===== config.mk =====
export PLATFORM = sky130hd
export DESIGN_NAME = rhr_warp
export DESIGN_NICKNAME = d
export VERILOG_FILES = /design/src/design/rhr_pkg.sv /design/src/design/rhr_warp.sv
export SDC_FILE = /design/constraint.sdc
export NUM_CORES = 2
export LEC_CHECK = 0
export BUFFER_PORTS_ARGS = -buffer_cell sky130_fd_sc_hd__buf_2
export CORE_ASPECT_RATIO = 2
export CORE_MARGIN = 2
export CORE_UTILIZATION = 65
export CTS_BUF_LIST = sky130_fd_sc_hd__clkbuf_8
export DETAILED_ROUTE_END_ITERATION = 10
export PLACE_DENSITY = 0.83
export SYNTH_ARGS = -nofsm -noshare
export SYNTH_HDL_FRONTEND = slang
export SYNTH_SLANG_ARGS = --single-unit

===== constraint.sdc =====
create_clock -name clk -period 18.2 [get_ports clk]
set_clock_uncertainty 0.1 [all_clocks]
set_input_delay 3.64 -clock clk [delete_from_list [all_inputs] [get_ports clk]]
set_output_delay 3.64 -clock clk [all_outputs]
set_load 0.01 [all_outputs]

===== src/design/rhr_pkg.sv =====
package rhr_pkg;

  localparam int FRAC_BITS = 16;
  localparam int W = FRAC_BITS + 1;
  localparam logic [W-1:0] ONE = W'(1) << FRAC_BITS;
  localparam int NSEG = 64;

  // Knots and warped values in units of 1/10000.
  function automatic logic [13:0] knot(input logic [6:0] i);
    logic [13:0] t [0:64];
    t = '{14'd0,14'd156,14'd313,14'd469,14'd625,14'd781,14'd938,14'd1094,14'd1250,14'd1406,
          14'd1563,14'd1719,14'd1875,14'd2031,14'd2188,14'd2344,14'd2500,14'd2656,14'd2813,
          14'd2969,14'd3125,14'd3281,14'd3438,14'd3594,14'd3750,14'd3906,14'd4063,14'd4219,
          14'd4375,14'd4531,14'd4688,14'd4844,14'd5000,14'd5156,14'd5313,14'd5469,14'd5625,
          14'd5781,14'd5938,14'd6094,14'd6250,14'd6406,14'd6563,14'd6719,14'd6875,14'd7031,
          14'd7188,14'd7344,14'd7500,14'd7656,14'd7813,14'd7969,14'd8125,14'd8281,14'd8438,
          14'd8594,14'd8750,14'd8906,14'd9063,14'd9219,14'd9375,14'd9531,14'd9688,14'd9844,
          14'd10000};
    return (i > 7'd64) ? 14'd10000 : t[i];
  endfunction

  function automatic logic [13:0] warp(input logic [6:0] i);
    logic [13:0] t [0:64];
    t = '{14'd0,14'd52,14'd105,14'd160,14'd218,14'd277,14'd339,14'd404,14'd471,14'd542,
          14'd616,14'd693,14'd775,14'd862,14'd954,14'd1052,14'd1157,14'd1269,14'd1390,
          14'd1519,14'd1660,14'd1824,14'd1974,14'd2115,14'd2248,14'd2374,14'd2495,14'd2609,
          14'd2719,14'd2824,14'd2926,14'd3023,14'd3118,14'd3210,14'd3300,14'd3456,14'd3600,
          14'd3761,14'd3943,14'd4153,14'd4399,14'd4688,14'd5048,14'd5211,14'd5359,14'd5494,
          14'd5617,14'd5729,14'd5832,14'd5925,14'd6010,14'd6088,14'd6160,14'd6225,14'd6285,
          14'd6340,14'd6390,14'd6436,14'd6478,14'd6516,14'd6552,14'd6584,14'd6614,14'd6642,
          14'd6667};
    return (i > 7'd64) ? 14'd6667 : t[i];
  endfunction

  // Segment widths are 156 or 157; 6/(10000*dx) as a reciprocal scaled by 2^RS.
  localparam int RS = 50;
  localparam logic [40:0] RECIP156 = 41'(((64'd6 << RS) + 64'd1559999) / 64'd1560000);
  localparam logic [40:0] RECIP157 = 41'(((64'd6 << RS) + 64'd1569999) / 64'd1570000);

  typedef struct packed {
    logic [W-1:0] s;
    logic [W-1:0] v;
  } sv_t;

endpackage


===== src/design/rhr_warp.sv =====
// Hue warp: segment search, interpolation numerator, reciprocal divide.
// Stages: s1 search, s2 numerator, s3/s4 split multiply, s5 correction.
module rhr_warp import rhr_pkg::*; (
  input  logic         clk,
  input  logic         adv,
  input  logic [W-1:0] h,
  output logic [W+2:0] hc
);

  logic [30:0] hs;
  logic [5:0]  j_nxt;
  logic [5:0]  j_r;
  logic [30:0] hs_r;
  logic [48:0] num_r;
  logic        d157_r, d157_q;
  logic [48:0] num_q;
  logic [89:0] plo_r, phi_r;
  logic [48:0] num_q2;
  logic        d157_q2;
  logic [90:0] prod_r;
  logic [W+3:0] q;
  logic [W+2:0] hc_r;
  logic [13:0] dx, dw;

  assign hs = 31'(h) * 31'd10000;

  always_comb begin
    j_nxt = '0;
    for (int i = 1; i < NSEG; i++) begin
      if ((31'(knot(7'(i))) << FRAC_BITS) <= hs) j_nxt = 6'(i);
    end
  end

  always_ff @(posedge clk) begin
    if (adv) begin
      j_r  <= j_nxt;
      hs_r <= hs;
    end
  end

  assign dx = knot({1'b0, j_r} + 7'd1) - knot({1'b0, j_r});
  assign dw = warp({1'b0, j_r} + 7'd1) - warp({1'b0, j_r});

  always_ff @(posedge clk) begin
    if (adv) begin
      num_r   <= ((49'(warp({1'b0, j_r})) * 49'(dx)) << FRAC_BITS)
               + 49'(dw) * 49'(hs_r - (31'(knot({1'b0, j_r})) << FRAC_BITS));
      d157_r  <= (dx == 14'd157);
      num_q   <= num_r;
      d157_q  <= d157_r;
      // Split num*recip into two partial products.
      plo_r   <= 90'(num_r[24:0]) * 90'(d157_r ? RECIP157 : RECIP156);
      phi_r   <= 90'(num_r[48:25]) * 90'(d157_r ? RECIP157 : RECIP156);
      prod_r  <= 91'(plo_r) + (91'(phi_r) << 25);
      num_q2  <= num_q;
      d157_q2 <= d157_q;
      hc_r    <= q[W+2:0];
    end
  end

  // Reciprocal may overestimate by one: step back when q*D exceeds 6*num.
  always_comb begin
    q = (W+4)'(prod_r >> RS);
    if (64'(q) * 64'(d157_q2 ? 1570000 : 1560000) > 64'(num_q2) * 64'd6) q = q - (W+4)'(1);
  end

  assign hc = hc_r;

endmodule


==> results.py <==
metrics = {
    "run_status": {
        "status": "complete, but fails checks",
        "violations": "design-rule violations, max-capacitance violations, max-slew violations",
    },
    "critical_path": {
        "cp.required_ps": 18580,
        "startpoint": "j_r[0]",
        "reg2reg_to": "num_r[46]",
        "critPathLaunchType": "flip-flop",
        "critPathArrivalTime_ps": 15890,
        "path_class": "reg -> reg",
        "critPathMostFrequentCell": "fa_1",
        "crit_end": "num_r[46]",
        "timing.rr.start": "j_r[0]",
        "worstPathMaxFanout": 66,
        "endpoint_kind": "flip-flop",
        "cpPeakStageDelay_ps": 990,
        "r2r_slack_ps": 2690,
        "cp_slowest_cell": "xnor2_1",
        "reg2regPathDepth": 54,
    },
    "drt": {
        "routed.top_layer": "met5",
        "wire_per_inst_um": 28.0,
        "ant_nets": 0,
        "routed-wl-met3_um": 19200,
        "viasPerCell": 6.36,
        "drtIter0Drc": 4247,
        "wl_met1_um": 73300,
        "vias": 62300,
        "remaining_drc_errors": 14,
        "wl_um": 275000,
        "firstDrtPassIters": 11,
        "wl_met2_um": 138000,
    },
    "min_path": {
        "hp-class": "reg -> reg",
    },
    "synth": {
        "synth.cell_area_mm2": 0.0778,
        "ys_ff_latch": 286,
        "synth_cell_types": 98,
        "yosysSeqAreaShare_pct": 11.0,
        "syn_inst": 8217,
        "synth_ff_type": "edfxtp_1",
        "syn_avg_cell_area_um2": 9.46,
        "ys_async_sr_fraction_pct": 0,
        "synth-edff-count": 286,
        "ys_warn_count": 0,
    },
    "sta": {
        "rsz0062_at_grt": "false",
        "setup_violations": 0,
        "tightest_slew_ps": 1500,
        "tns_ps": 0,
        "post-route-min-period_ps": 15510,
        "slew_headroom_pct": -0.860,
        "post-route-period-util_pct": 85.2,
        "hold-worst-slack_ps": 291,
        "fmax_mhz": 64.5,
        "slew_violations": 4,
        "hold_viol": 0,
    },
    "grt": {
        "grt_first_pass_wirelength_um": 417000,
        "antenna_found_initial": 18,
        "grt.overflow.total": 0,
        "grt_max_degree": 83,
        "grt_pass1_vias": 71200,
        "grt_use_total_pct": 46.3,
    },
    "die": {
        "core_mm2": 0.119,
        "placementRows": 179,
        "fp.dieW_um": 249,
        "initial_core_util_pct": 65.4,
        "dieArea_mm2": 0.123,
        "num_io_pins": 39,
        "die_h_um": 493,
    },
    "place": {
        "port_buffers": 38,
        "dpl_cell_area_mm2": 0.0802,
        "dp_hpwl_um": 224000,
        "gp_congestion": 1.06,
    },
    "clock_network": {
        "clockRootBuffer": "clkbuf_8",
        "cts_hold_buf": 0,
        "cts.repair.resized": 0,
        "cts_buffers": 46,
        "h-tree-depth": 2,
        "worstSkewPairLatency_ps": 770,
        "cts_tree": "built",
        "cts_buffer_depth": 3,
        "clock-sinks": 286,
        "clk_pin_slew_worst_paths_ps": 90,
        "post_cts_buffers": 0,
    },
    "finish": {
        "syn_to_final_growth_pct": 4.50,
        "fin_nets": 10800,
        "fin_util_pct": 68.3,
        "finish.instance_area_mm2": 0.0813,
        "drive_above_1_share_pct": 4.41,
    },
    "run": {
        "drv_cap": 2,
    },
}
per-stage QoR:
step | setup slack [ps] | cells
floorplan | 4910 | 8244
global placement | 3150 | 9709
detailed placement | 2980 | 9709
CTS | 2920 | 9790
global route | 1680 | 9794
finish | 2690 | 9802
sequential cells by signal (all words and copies together), names as in the netlist:
signal   cells
phi_r       45
num_q2      44
num_q       44
num_r       44
plo_r       32
hs_r        27
prod_r      21
hc          20
j_r          6
d157_q       1
d157_q2      1
d157_r       1
layer usage:
layer	track usage [%]	vias up
met5	0	-
met4	57.9	10
met3	11.7	1992
met2	81.9	3248
met1	37.6	30600
li1	-	26500
how the worst min path moves through the flow:
stage / from / endpoint / slack [ps] / depth (start not counted)
after CTS: num_q[26] / num_q2[26] / 280 / 0
final: num_q[26] / num_q2[26] / 290 / 0
after global routing: num_q[26] / num_q2[26] / 290 / 0
after global placement: num_q[32] / num_q2[32] / 300 / 0
after detailed placement: num_q[22] / num_q2[22] / 300 / 0
after floorplan: d157_q / d157_q2 / 300 / 0
placed cells by master (no fill, tap or decap), types with 120 or more instances in the layout:
cell type / count
a21oi_1: 306
and2_1: 142
buf_4: 133
edfxtp_1: 286
fa_1: 1400
ha_1: 1134
inv_1: 1779
nand2_1: 601
nand3_1: 120
nor2_1: 474
nor3_1: 120
o21ai_0: 251
xnor2_1: 179
cell type report:
cell class | instances | area (µm²)
antenna | 9 | 22.5
clock buffer | 46 | 633
clock inverter | 35 | 360
fill | 8957 | 37700
inverter | 1783 | 6700
multi-input combinational | 5932 | 61800
sequential | 286 | 8590
tap | 1538 | 1920
timing repair buffer | 173 | 1240
cells by family (layout without fill, tap and decap cells):
logic type / Yosys count / after routing / synth area share (%)
adders and majority gates: 2534 / 2534 / 54.3
xor gates and xnor gates: 276 / 276 / 3.13
DFF: 286 / 286 / 11.0
buffers and inverters: 2026 / 2037 / 9.80
and+or+nand+nor: 1914 / 1914 / 11.7
AOI/OAI and AO/OA: 1168 / 1168 / 9.82
muxes: 11 / 11 / 0.175
other: 2 / 38 / 0.00966
worst max-delay path: cells and delay by family (launching register included):
kind                       cells  cell delay [ps]
AOI/OAI and AO/OA             22             4660
xor gates and xnor gates       2             1150
adders and majority gates     14             5990
buffers and inverters          8             1320
DFF                            1              780
muxes                          1              230
and+or+nand+nor                7              940
synthesized netlist by cell type, types with 14 or more instances:
master	instances	share of area [%]
edfxtp_1	286	11
nor3b_1	26	0.25
nor4_1	35	0.28
xnor2_1	187	2.1
inv_1	1770	8.5
a221oi_1	14	0.16
o211ai_1	41	0.40
nand2b_1	109	0.88
o21bai_1	17	0.16
and2_1	142	1.1
a21o_1	106	1.0
a211oi_1	67	0.65
and3_1	40	0.32
clkbuf_1	213	1.0
or2_2	50	0.40
nand4_1	47	0.38
a21boi_0	30	0.29
a311oi_1	22	0.25
nand3_1	120	0.77
nor2b_1	70	0.56
xor2_1	87	0.98
nor2_1	477	2.3
o21a_1	47	0.45
buf_1	21	0.10
a21oi_1	308	2.0
a31oi_1	47	0.38
ha_1	1134	18
or3_1	33	0.27
nand2_1	601	2.9
a211o_1	15	0.17
o31ai_1	26	0.25
nor3_1	121	0.78
fa_1	1400	36
o21ai_0	253	1.6
o21ai_1	15	0.097
Power is left out: the tool's default activity adds up to more than one toggle a clock period on the data nets, which glitch-free logic cannot reach.
